<file path="src/sv/mecr_pkg.sv">
package mecr_pkg;

  localparam int CFG_BITS = 13;
  localparam int CFG_INDEX_BITS = 4;

  localparam logic [CFG_INDEX_BITS-1:0] REG_FRAME_WIDTH = CFG_INDEX_BITS'(0);
  localparam logic [CFG_INDEX_BITS-1:0] REG_FRAME_HEIGHT = CFG_INDEX_BITS'(1);

  localparam logic [CFG_BITS-1:0] FRAME_WIDTH_RESET = CFG_BITS'(640);
  localparam logic [CFG_BITS-1:0] FRAME_HEIGHT_RESET = CFG_BITS'(480);

  typedef struct packed {
    logic line_end;
    logic frame_start;
  } pos_flags_t;

endpackage

</file>
<file path="src/sv/mecr_position.sv">
module mecr_position #(
  parameter int MAX_DIM = 4096
) (
  input  logic                                  clk,
  input  logic                                  rst,
  input  logic                                  cfg_write,
  input  logic [mecr_pkg::CFG_INDEX_BITS-1:0]   cfg_index,
  input  logic [mecr_pkg::CFG_BITS-1:0]         cfg_data,
  input  logic                                  step,
  output mecr_pkg::pos_flags_t                  flags
);

  localparam int CNT_BITS = $clog2(MAX_DIM);
  localparam int DIM_BITS = (mecr_pkg::CFG_BITS > CNT_BITS + 1) ?
                            mecr_pkg::CFG_BITS : CNT_BITS + 1;

  logic [mecr_pkg::CFG_BITS-1:0] frame_width;
  logic [mecr_pkg::CFG_BITS-1:0] frame_height;
  logic [CNT_BITS-1:0]           column_count;
  logic [CNT_BITS-1:0]           line_count;

  logic [DIM_BITS-1:0] width_eff;
  logic [DIM_BITS-1:0] height_eff;
  logic                last_line;

  function automatic logic [DIM_BITS-1:0] clamp_dim(input logic [mecr_pkg::CFG_BITS-1:0] v);
    logic [DIM_BITS-1:0] wide;
    wide = DIM_BITS'(v);
    if (wide == '0) begin
      return DIM_BITS'(1);
    end else if (wide > DIM_BITS'(MAX_DIM)) begin
      return DIM_BITS'(MAX_DIM);
    end
    return wide;
  endfunction

  always_comb begin
    width_eff = clamp_dim(frame_width);
    height_eff = clamp_dim(frame_height);
    flags.frame_start = (column_count == '0) && (line_count == '0);
    flags.line_end = DIM_BITS'(column_count) >= (width_eff - DIM_BITS'(1));
    last_line = DIM_BITS'(line_count) >= (height_eff - DIM_BITS'(1));
  end

  always_ff @(posedge clk) begin
    if (rst) begin
      frame_width <= mecr_pkg::FRAME_WIDTH_RESET;
      frame_height <= mecr_pkg::FRAME_HEIGHT_RESET;
    end else if (cfg_write) begin
      unique case (cfg_index)
        mecr_pkg::REG_FRAME_WIDTH:  frame_width <= cfg_data;
        mecr_pkg::REG_FRAME_HEIGHT: frame_height <= cfg_data;
        default: ;
      endcase
    end
  end

  always_ff @(posedge clk) begin
    if (rst) begin
      column_count <= '0;
      line_count <= '0;
    end else if (step) begin
      if (flags.line_end) begin
        column_count <= '0;
        line_count <= last_line ? '0 : line_count + CNT_BITS'(1);
      end else begin
        column_count <= column_count + CNT_BITS'(1);
      end
    end
  end

endmodule

</file>
<file path="src/sv/mecr_sqrt_cell.sv">
module mecr_sqrt_cell #(
  parameter int ROOT_BITS = 18,
  parameter int SIDE_BITS = 19
) (
  input  logic                     clk,
  input  logic                     rst,
  input  logic                     en,
  input  logic                     in_valid,
  input  logic [2*ROOT_BITS-1:0]   in_rad,
  input  logic [ROOT_BITS-1:0]     in_root,
  input  logic [ROOT_BITS+1:0]     in_rem,
  input  logic [SIDE_BITS-1:0]     in_side,
  output logic                     out_valid,
  output logic [2*ROOT_BITS-1:0]   out_rad,
  output logic [ROOT_BITS-1:0]     out_root,
  output logic [ROOT_BITS+1:0]     out_rem,
  output logic [SIDE_BITS-1:0]     out_side
);

  localparam int RAD_BITS = 2 * ROOT_BITS;
  localparam int REM_BITS = ROOT_BITS + 2;

  logic [REM_BITS-1:0]  rem_sh;
  logic [REM_BITS-1:0]  trial;
  logic                 fits;
  logic [REM_BITS-1:0]  rem_next;
  logic [ROOT_BITS-1:0] root_next;

  always_comb begin
    rem_sh = {in_rem[REM_BITS-3:0], in_rad[RAD_BITS-1 -: 2]};
    trial = {in_root, 2'b01};
    fits = rem_sh >= trial;
    rem_next = fits ? rem_sh - trial : rem_sh;
    root_next = {in_root[ROOT_BITS-2:0], fits};
  end

  always_ff @(posedge clk) begin
    if (rst) begin
      out_valid <= 1'b0;
    end else if (en) begin
      out_valid <= in_valid;
    end
  end

  always_ff @(posedge clk) begin
    if (en) begin
      out_rad <= {in_rad[RAD_BITS-3:0], 2'b00};
      out_root <= root_next;
      out_rem <= rem_next;
      out_side <= in_side;
    end
  end

endmodule

</file>
<file path="src/sv/min_eigenvalue_corner_response_core.sv">
// Pipeline: stage 0, stage 1, stage 2, the square-root cells, then the output register.
// Throughput: one pixel per cycle; the square root is a row of TERM_BITS + 2 cells,
// one root bit per cell, and the whole pipeline holds while the output stalls.
// Reset: synchronous, clears valid flags and counters, frame size back to 640 x 480.
module min_eigenvalue_corner_response_core #(
  parameter int TERM_BITS = 16,
  parameter int MAX_DIM = 4096
) (
  input  logic                                  clk,
  input  logic                                  rst,
  input  logic                                  s_axis_tvalid,
  output logic                                  s_axis_tready,
  // a_term, b_term, c_term from bit 0 up
  input  logic [((3*TERM_BITS+7)/8)*8-1:0]      s_axis_tdata,
  output logic                                  m_axis_tvalid,
  input  logic                                  m_axis_tready,
  // response
  output logic [((TERM_BITS+7)/8)*8-1:0]        m_axis_tdata,
  // line_end
  output logic                                  m_axis_tlast,
  // frame_start
  output logic                                  m_axis_tuser,
  input  logic                                  cfg_valid,
  output logic                                  cfg_ready,
  input  logic [mecr_pkg::CFG_INDEX_BITS-1:0]   cfg_index,
  input  logic [mecr_pkg::CFG_BITS-1:0]         cfg_data
);

  localparam int ROOT_BITS = TERM_BITS + 2;
  localparam int RAD_BITS = 2 * ROOT_BITS;
  localparam int REM_BITS = ROOT_BITS + 2;
  localparam int SUM_BITS = TERM_BITS + 1;
  localparam int SIDE_BITS = SUM_BITS + 2;
  localparam int OUT_W = ((TERM_BITS + 7) / 8) * 8;

  logic en;
  logic accept;

  logic [TERM_BITS-1:0] a_term;
  logic [TERM_BITS-1:0] b_term;
  logic [TERM_BITS-1:0] c_term;

  mecr_pkg::pos_flags_t flags;

  // stage 0
  logic                 v0;
  logic [TERM_BITS-1:0] diff0;
  logic [TERM_BITS-1:0] c0;
  logic [SIDE_BITS-1:0] side0;
  // stage 1
  logic                   v1;
  logic [2*TERM_BITS-1:0] dd1;
  logic [2*TERM_BITS-1:0] cc1;
  logic [SIDE_BITS-1:0]   side1;
  // stage 2
  logic                 v2;
  logic [RAD_BITS-1:0]  rad2;
  logic [SIDE_BITS-1:0] side2;

  logic                 ch_valid [0:ROOT_BITS];
  logic [RAD_BITS-1:0]  ch_rad   [0:ROOT_BITS];
  logic [ROOT_BITS-1:0] ch_root  [0:ROOT_BITS];
  logic [REM_BITS-1:0]  ch_rem   [0:ROOT_BITS];
  logic [SIDE_BITS-1:0] ch_side  [0:ROOT_BITS];

  logic [ROOT_BITS:0]   root_ceil;
  logic [ROOT_BITS:0]   sum_wide;
  logic [ROOT_BITS:0]   margin;
  logic [TERM_BITS-1:0] resp_next;

  logic                 out_valid;
  logic [TERM_BITS-1:0] response;
  logic                 frame_start;
  logic                 line_end;

  assign en = !out_valid || m_axis_tready;
  assign s_axis_tready = en;
  assign accept = s_axis_tvalid && en;
  assign cfg_ready = 1'b1;

  assign a_term = s_axis_tdata[TERM_BITS-1:0];
  assign b_term = s_axis_tdata[2*TERM_BITS-1:TERM_BITS];
  assign c_term = s_axis_tdata[3*TERM_BITS-1:2*TERM_BITS];

  mecr_position #(
    .MAX_DIM(MAX_DIM)
  ) u_position (
    .clk(clk),
    .rst(rst),
    .cfg_write(cfg_valid),
    .cfg_index(cfg_index),
    .cfg_data(cfg_data),
    .step(accept),
    .flags(flags)
  );

  always_ff @(posedge clk) begin
    if (rst) begin
      v0 <= 1'b0;
      v1 <= 1'b0;
      v2 <= 1'b0;
    end else if (en) begin
      v0 <= s_axis_tvalid;
      v1 <= v0;
      v2 <= v1;
    end
  end

  always_ff @(posedge clk) begin
    if (en) begin
      diff0 <= (a_term >= b_term) ? a_term - b_term : b_term - a_term;
      c0 <= c_term;
      side0 <= {flags.line_end, flags.frame_start,
                SUM_BITS'(a_term) + SUM_BITS'(b_term)};
      dd1 <= (2*TERM_BITS)'(diff0) * (2*TERM_BITS)'(diff0);
      cc1 <= (2*TERM_BITS)'(c0) * (2*TERM_BITS)'(c0);
      side1 <= side0;
      rad2 <= RAD_BITS'(dd1) + (RAD_BITS'(cc1) << 2);
      side2 <= side1;
    end
  end

  assign ch_valid[0] = v2;
  assign ch_rad[0] = rad2;
  assign ch_root[0] = '0;
  assign ch_rem[0] = '0;
  assign ch_side[0] = side2;

  for (genvar i = 0; i < ROOT_BITS; i++) begin : g_cell
    mecr_sqrt_cell #(
      .ROOT_BITS(ROOT_BITS),
      .SIDE_BITS(SIDE_BITS)
    ) u_cell (
      .clk(clk),
      .rst(rst),
      .en(en),
      .in_valid(ch_valid[i]),
      .in_rad(ch_rad[i]),
      .in_root(ch_root[i]),
      .in_rem(ch_rem[i]),
      .in_side(ch_side[i]),
      .out_valid(ch_valid[i+1]),
      .out_rad(ch_rad[i+1]),
      .out_root(ch_root[i+1]),
      .out_rem(ch_rem[i+1]),
      .out_side(ch_side[i+1])
    );
  end

  always_comb begin
    root_ceil = (ROOT_BITS+1)'(ch_root[ROOT_BITS])
              + (ROOT_BITS+1)'(ch_rem[ROOT_BITS] != '0);
    sum_wide = (ROOT_BITS+1)'(ch_side[ROOT_BITS][SUM_BITS-1:0]);
    margin = sum_wide - root_ceil;
    resp_next = (sum_wide > root_ceil) ? margin[TERM_BITS:1] : '0;
  end

  always_ff @(posedge clk) begin
    if (rst) begin
      out_valid <= 1'b0;
    end else if (en) begin
      out_valid <= ch_valid[ROOT_BITS];
    end
  end

  always_ff @(posedge clk) begin
    if (en) begin
      response <= resp_next;
      frame_start <= ch_side[ROOT_BITS][SUM_BITS];
      line_end <= ch_side[ROOT_BITS][SUM_BITS+1];
    end
  end

  assign m_axis_tvalid = out_valid;
  assign m_axis_tdata = OUT_W'(response);
  assign m_axis_tlast = line_end;
  assign m_axis_tuser = frame_start;

endmodule
</file>
<file path="config.mk">
export PLATFORM = sky130hd
export DESIGN_NAME = min_eigenvalue_corner_response_core
export DESIGN_NICKNAME = d
export VERILOG_FILES = /design/src/sv/mecr_pkg.sv /design/src/sv/mecr_position.sv /design/src/sv/mecr_sqrt_cell.sv /design/src/sv/min_eigenvalue_corner_response_core.sv
export SDC_FILE = /design/constraint.sdc
export NUM_CORES = 2
export LEC_CHECK = 0
export ABC_AREA = 1
export BUFFER_PORTS_ARGS = -buffer_cell sky130_fd_sc_hd__buf_4
export CAP_MARGIN = 20
export CORE_ASPECT_RATIO = 1.75
export CORE_MARGIN = 2
export CORE_UTILIZATION = 45
export DETAILED_ROUTE_END_ITERATION = 16
export PLACE_DENSITY = 0.67
export SYNTH_ARGS = -nofsm -noshare
export SYNTH_HDL_FRONTEND = slang
export SYNTH_HIERARCHICAL = 1
export SYNTH_SLANG_ARGS = --single-unit
</file>
<file path="constraint.sdc">
create_clock -name clk -period 76.5 [get_ports clk]
set_input_delay 15.3 -clock clk [delete_from_list [all_inputs] [get_ports clk]]
set_output_delay 15.3 -clock clk [all_outputs]
set_load 0.05 [all_outputs]
</file>
# Yosys cells after proc, flatten, opt, wreduce, memory -nomap -nowiden
# Cells that the tools add are included.
[classes]
add_sub_neg = 28
mul = 2
magnitude_cmp = 24
n_eq_ne = 1
mux = 31
n_reduce_logical = 13
[ops]
columns = ["op", "n"]
rows = [
  ["$mux 18", 16],
  ["$mux 13", 6],
  ["$mul 16x16->32", 2],
  ["$add 32x34->35", 1],
  ["$sub 16x16->16", 2],
  ["$ge 12x13->1", 2],
  ["$gt 13x13->1 const B", 2],
  ["$logic_not 13->1", 2],
  ["$sub 13x1->13 const B", 2],
  ["$add 12x1->12 const B", 2],
  ["$logic_not 12->1", 2],
  ["$mux 12", 2],
  ["$ge 20x10->1", 1],
  ["$ge 20x11->1", 1],
  ["$ge 20x12->1", 1],
  ["$ge 20x13->1", 1],
  ["$ge 20x14->1", 1],
  ["$ge 20x15->1", 1],
  ["$ge 20x16->1", 1],
  ["$ge 20x17->1", 1],
  ["$ge 20x18->1", 1],
  ["$ge 20x19->1", 1],
  ["$ge 20x3->1", 1],
  ["$ge 20x4->1", 1],
  ["40 further kinds", 46],
]
[totals]
reg_bits = 1409
in_bits = 70
output_inout_bits = 21
wordCells = 208

# Longest topological paths before layout
[logic_depth]
ltp_word = 7
ltp_mapped = 30
mapped_depth_nobuf = 29

# Cells and area by module
# The synthesis kept the hierarchy.
[by_module_without_submodules]
columns = ["module", "n_inst", "cells_per_inst", "area_each_um2", "seq_area_each_um2"]
rows = [
  ["mecr_sqrt_cell", 18, 428, 4430.5, 2752.6],
  ["min_eigenvalue_corner_response_core", 1, 3315, 27545.2, 6085.8],
  ["mecr_position", 1, 547, 3644.7, 1001.0],
]

# Worst setup path after synthesis
# Ideal clock, no wire load.
[synth_timing]
path_kind = "input-to-output"
from = "input m_axis_tready"
to = "output s_axis_tready"
arrival_time_ns = 51.664
required_ns = 61.200
setup_slack_ns = 9.536
path_stages = 2
path_buffers = 0
path_cell_list = "nor2_1 -> inv_1"
[synth_between]
elab_chain_len = 1
[synth_lines]
columns = ["item", "line", "rtl"]
rows = [
  ["start: declaration", "min_eigenvalue_corner_response_core.sv:16", "input logic m_axis_tready,"],
  ["$logic_or 1x1->1", "min_eigenvalue_corner_response_core.sv:76", "assign en = !out_valid || m_axis_tready;"],
  ["end: declaration", "min_eigenvalue_corner_response_core.sv:12", "output logic s_axis_tready,"],
]
# No other way between the ends.

# Final worst setup path
# Ends and elaborated chain as after synthesis.

==> metrics.yaml <==
worst_setup_path:
  critical_path_required_ps: 61200
  crit_top_cell: "buf_4"
  cp_max_fo: 14
  start_kind: "input port"
  regToRegEndpoint: "dd1[19]"
  worstSetupEndpointType: "primary output"
  r2r_slack_ps: 69930
  cp.buffers_inverters: 3
  crit_chain: "buf_4 > nor2_1 > inv_8 > buf_4"
  critPathArrivalTime_ps: 16290
  timing.rr.start: "diff0[12]"
  crit_cells: 4
  cpMaxStageDelayCell: "nor2_1"
  max_stage_delay_ps: 440
  crit_type: "input port to primary output"
  crit_family: "buffers and inverters"
  ff2ff_path_depth: 16
worst_hold_path:
  min_to: "g_cell[5].u_cell/out_side[7]"
  hold_path_depth: 0
  min_path_type: "flip-flop to flip-flop"
  hp-start: "g_cell[4].u_cell/out_side[7]"
clock_network:
  path_clk_slew_ps: 60
  clock_latency_ps: 840
  cts-resized-gates: 0
  cts_buffers: 162
  cts_tree: "done"
  clock_sinks: 1570
  post_cts_buffers: 0
  cts-root-buf: "clkbuf_16"
  holdBufCountCts: 0
  clockBufferDepth: 4
  ctsHtreeMaxLevel: 4
place:
  hpwl_um: 190000
  dp.cells: 13500
  gp_congestion: 0.956
  portBuffers: 89
layout:
  seqCellArea_um2: 46400
  layout.cells.non_filler: 13800
  drive_gt1_frac: 0.0816
  multi_input_area_um2: 43000
  nFillCells: 20100
  final_core_util: 0.492
  synthToLayoutAreaGrowth_pct: 8.90
  nets: 11900
timing:
  rsz0062_at_grt: "no"
  skew_ps: 71.5
  max_clock_freq_mhz: 31.7
  worst_pin_slew_ps: 1180
  slew_viol_final: 0
  tns_ps: 0
  slew_headroom: 0.210
  hold_viol_final: 0
  fin_crit_ps: 31590
  setup_violations: 0
  worst_hold_slack_ps: 385
  final.period_utilization: 0.413
run:
  cap_violations: 0
floorplan:
  die_w_um: 357
  fp.dieH_um: 621
  num_rows: 226
  die_area_um2: 222000
  ios: 91
  initial_core_util: 0.452
  core_area_um2: 217000
detailed_routing:
  drt_wl_total_um: 240000
  ant_nets: 0
  wl_per_cell_um: 17.4
  drtIter0Drc: 3415
  vias_per_cell: 4.98
  vias: 68700
  drc: 0
  drt_first_pass_iters: 6
yosys:
  post_synth.cell_area_avg_um2: 9.23
  syn_area_um2: 97900
  ys_warn_count: 6
  synth_cells: 10600
grt:
  antenna_found_initial: 2
  grt_first_pass_wirelength_um: 373000
  track_usage: 0.216
  grt_overflow: 0
  grt_pass1_vias: 71800
  grt_max_degree: 184
outcome:
  status: "finished clean"
-- through the flow --
| stage | setup WS, ps | area (µm²) |
|---|---|---|
| 2_1_floorplan | 16100 | 98200 |
| 3_3_place_gp | 44910 | 102000 |
| 3_5_place_dp | 44900 | 102000 |
| 4_1_cts | 44890 | 107000 |
| 5_1_grt | 44830 | 107000 |
| 6_report | 44910 | 107000 |
-- worst max path at each step --
stage,slack [ps],end,start
after floorplan,16100,s_axis_tready,m_axis_tready
after global placement,44910,s_axis_tready,m_axis_tready
after detailed placement,44900,s_axis_tready,m_axis_tready
after CTS,44890,s_axis_tready,m_axis_tready
after global routing,44830,s_axis_tready,m_axis_tready
final,44910,s_axis_tready,m_axis_tready
-- final cells by class --
cell class | count | area share
clock buffer | 192 | 0.0393
tap | 2850 | 0.0334
sequential | 1570 | 0.435
timing repair buffer | 119 | 0.00906
inverter | 2005 | 0.0715
clock inverter | 89 | 0.00819
multi-input combinational | 6968 | 0.403
antenna | 4 | 0.0000938
-- registers in the layout, indices dropped and copies added (netlist names) --
signal and count:
g_cell.u_cell/out_side 342, u_position/frame_width 13, u_position/frame_height 13, v2 1, v1 1, m_axis_tvalid 1
m_axis_tlast 1, u_position/line_count 12, m_axis_tdata 16, g_cell.u_cell/out_valid 18, cc1 31, g_cell.u_cell/out_rad 306
u_position/column_count 12, c0 16, g_cell.u_cell/out_root 324, m_axis_tuser 1, diff0 16, rad2 34
side1 18, side0 18, side2 18, g_cell.u_cell/out_rem 326, v0 1, dd1 31
-- placed cells by master (no fill, tap or decap), types with 163 or more instances in the layout --
| cell | instances |
|---|---|
| a21oi_1 | 380 |
| clkbuf_16 | 163 |
| edfxtp_1 | 1498 |
| fa_1 | 328 |
| ha_1 | 689 |
| inv_1 | 1869 |
| nand2_1 | 3026 |
| nand2_2 | 286 |
| nand3_1 | 565 |
| nor2_1 | 637 |
| xor2_1 | 270 |
-- metal layers --
metal | global-route usage | share of wire | vias up
met1 | 0.190 | 0.32 | 32200
met5 | 0 | 0.000054 | -
met2 | 0.436 | 0.57 | 1493
met3 | 0.0226 | 0.029 | 745
met4 | 0.157 | 0.083 | 2
li1 | - | - | 34200
Power is left out: the tool's default activity adds up to more than one toggle a clock period on the data nets, which glitch-free logic cannot reach.
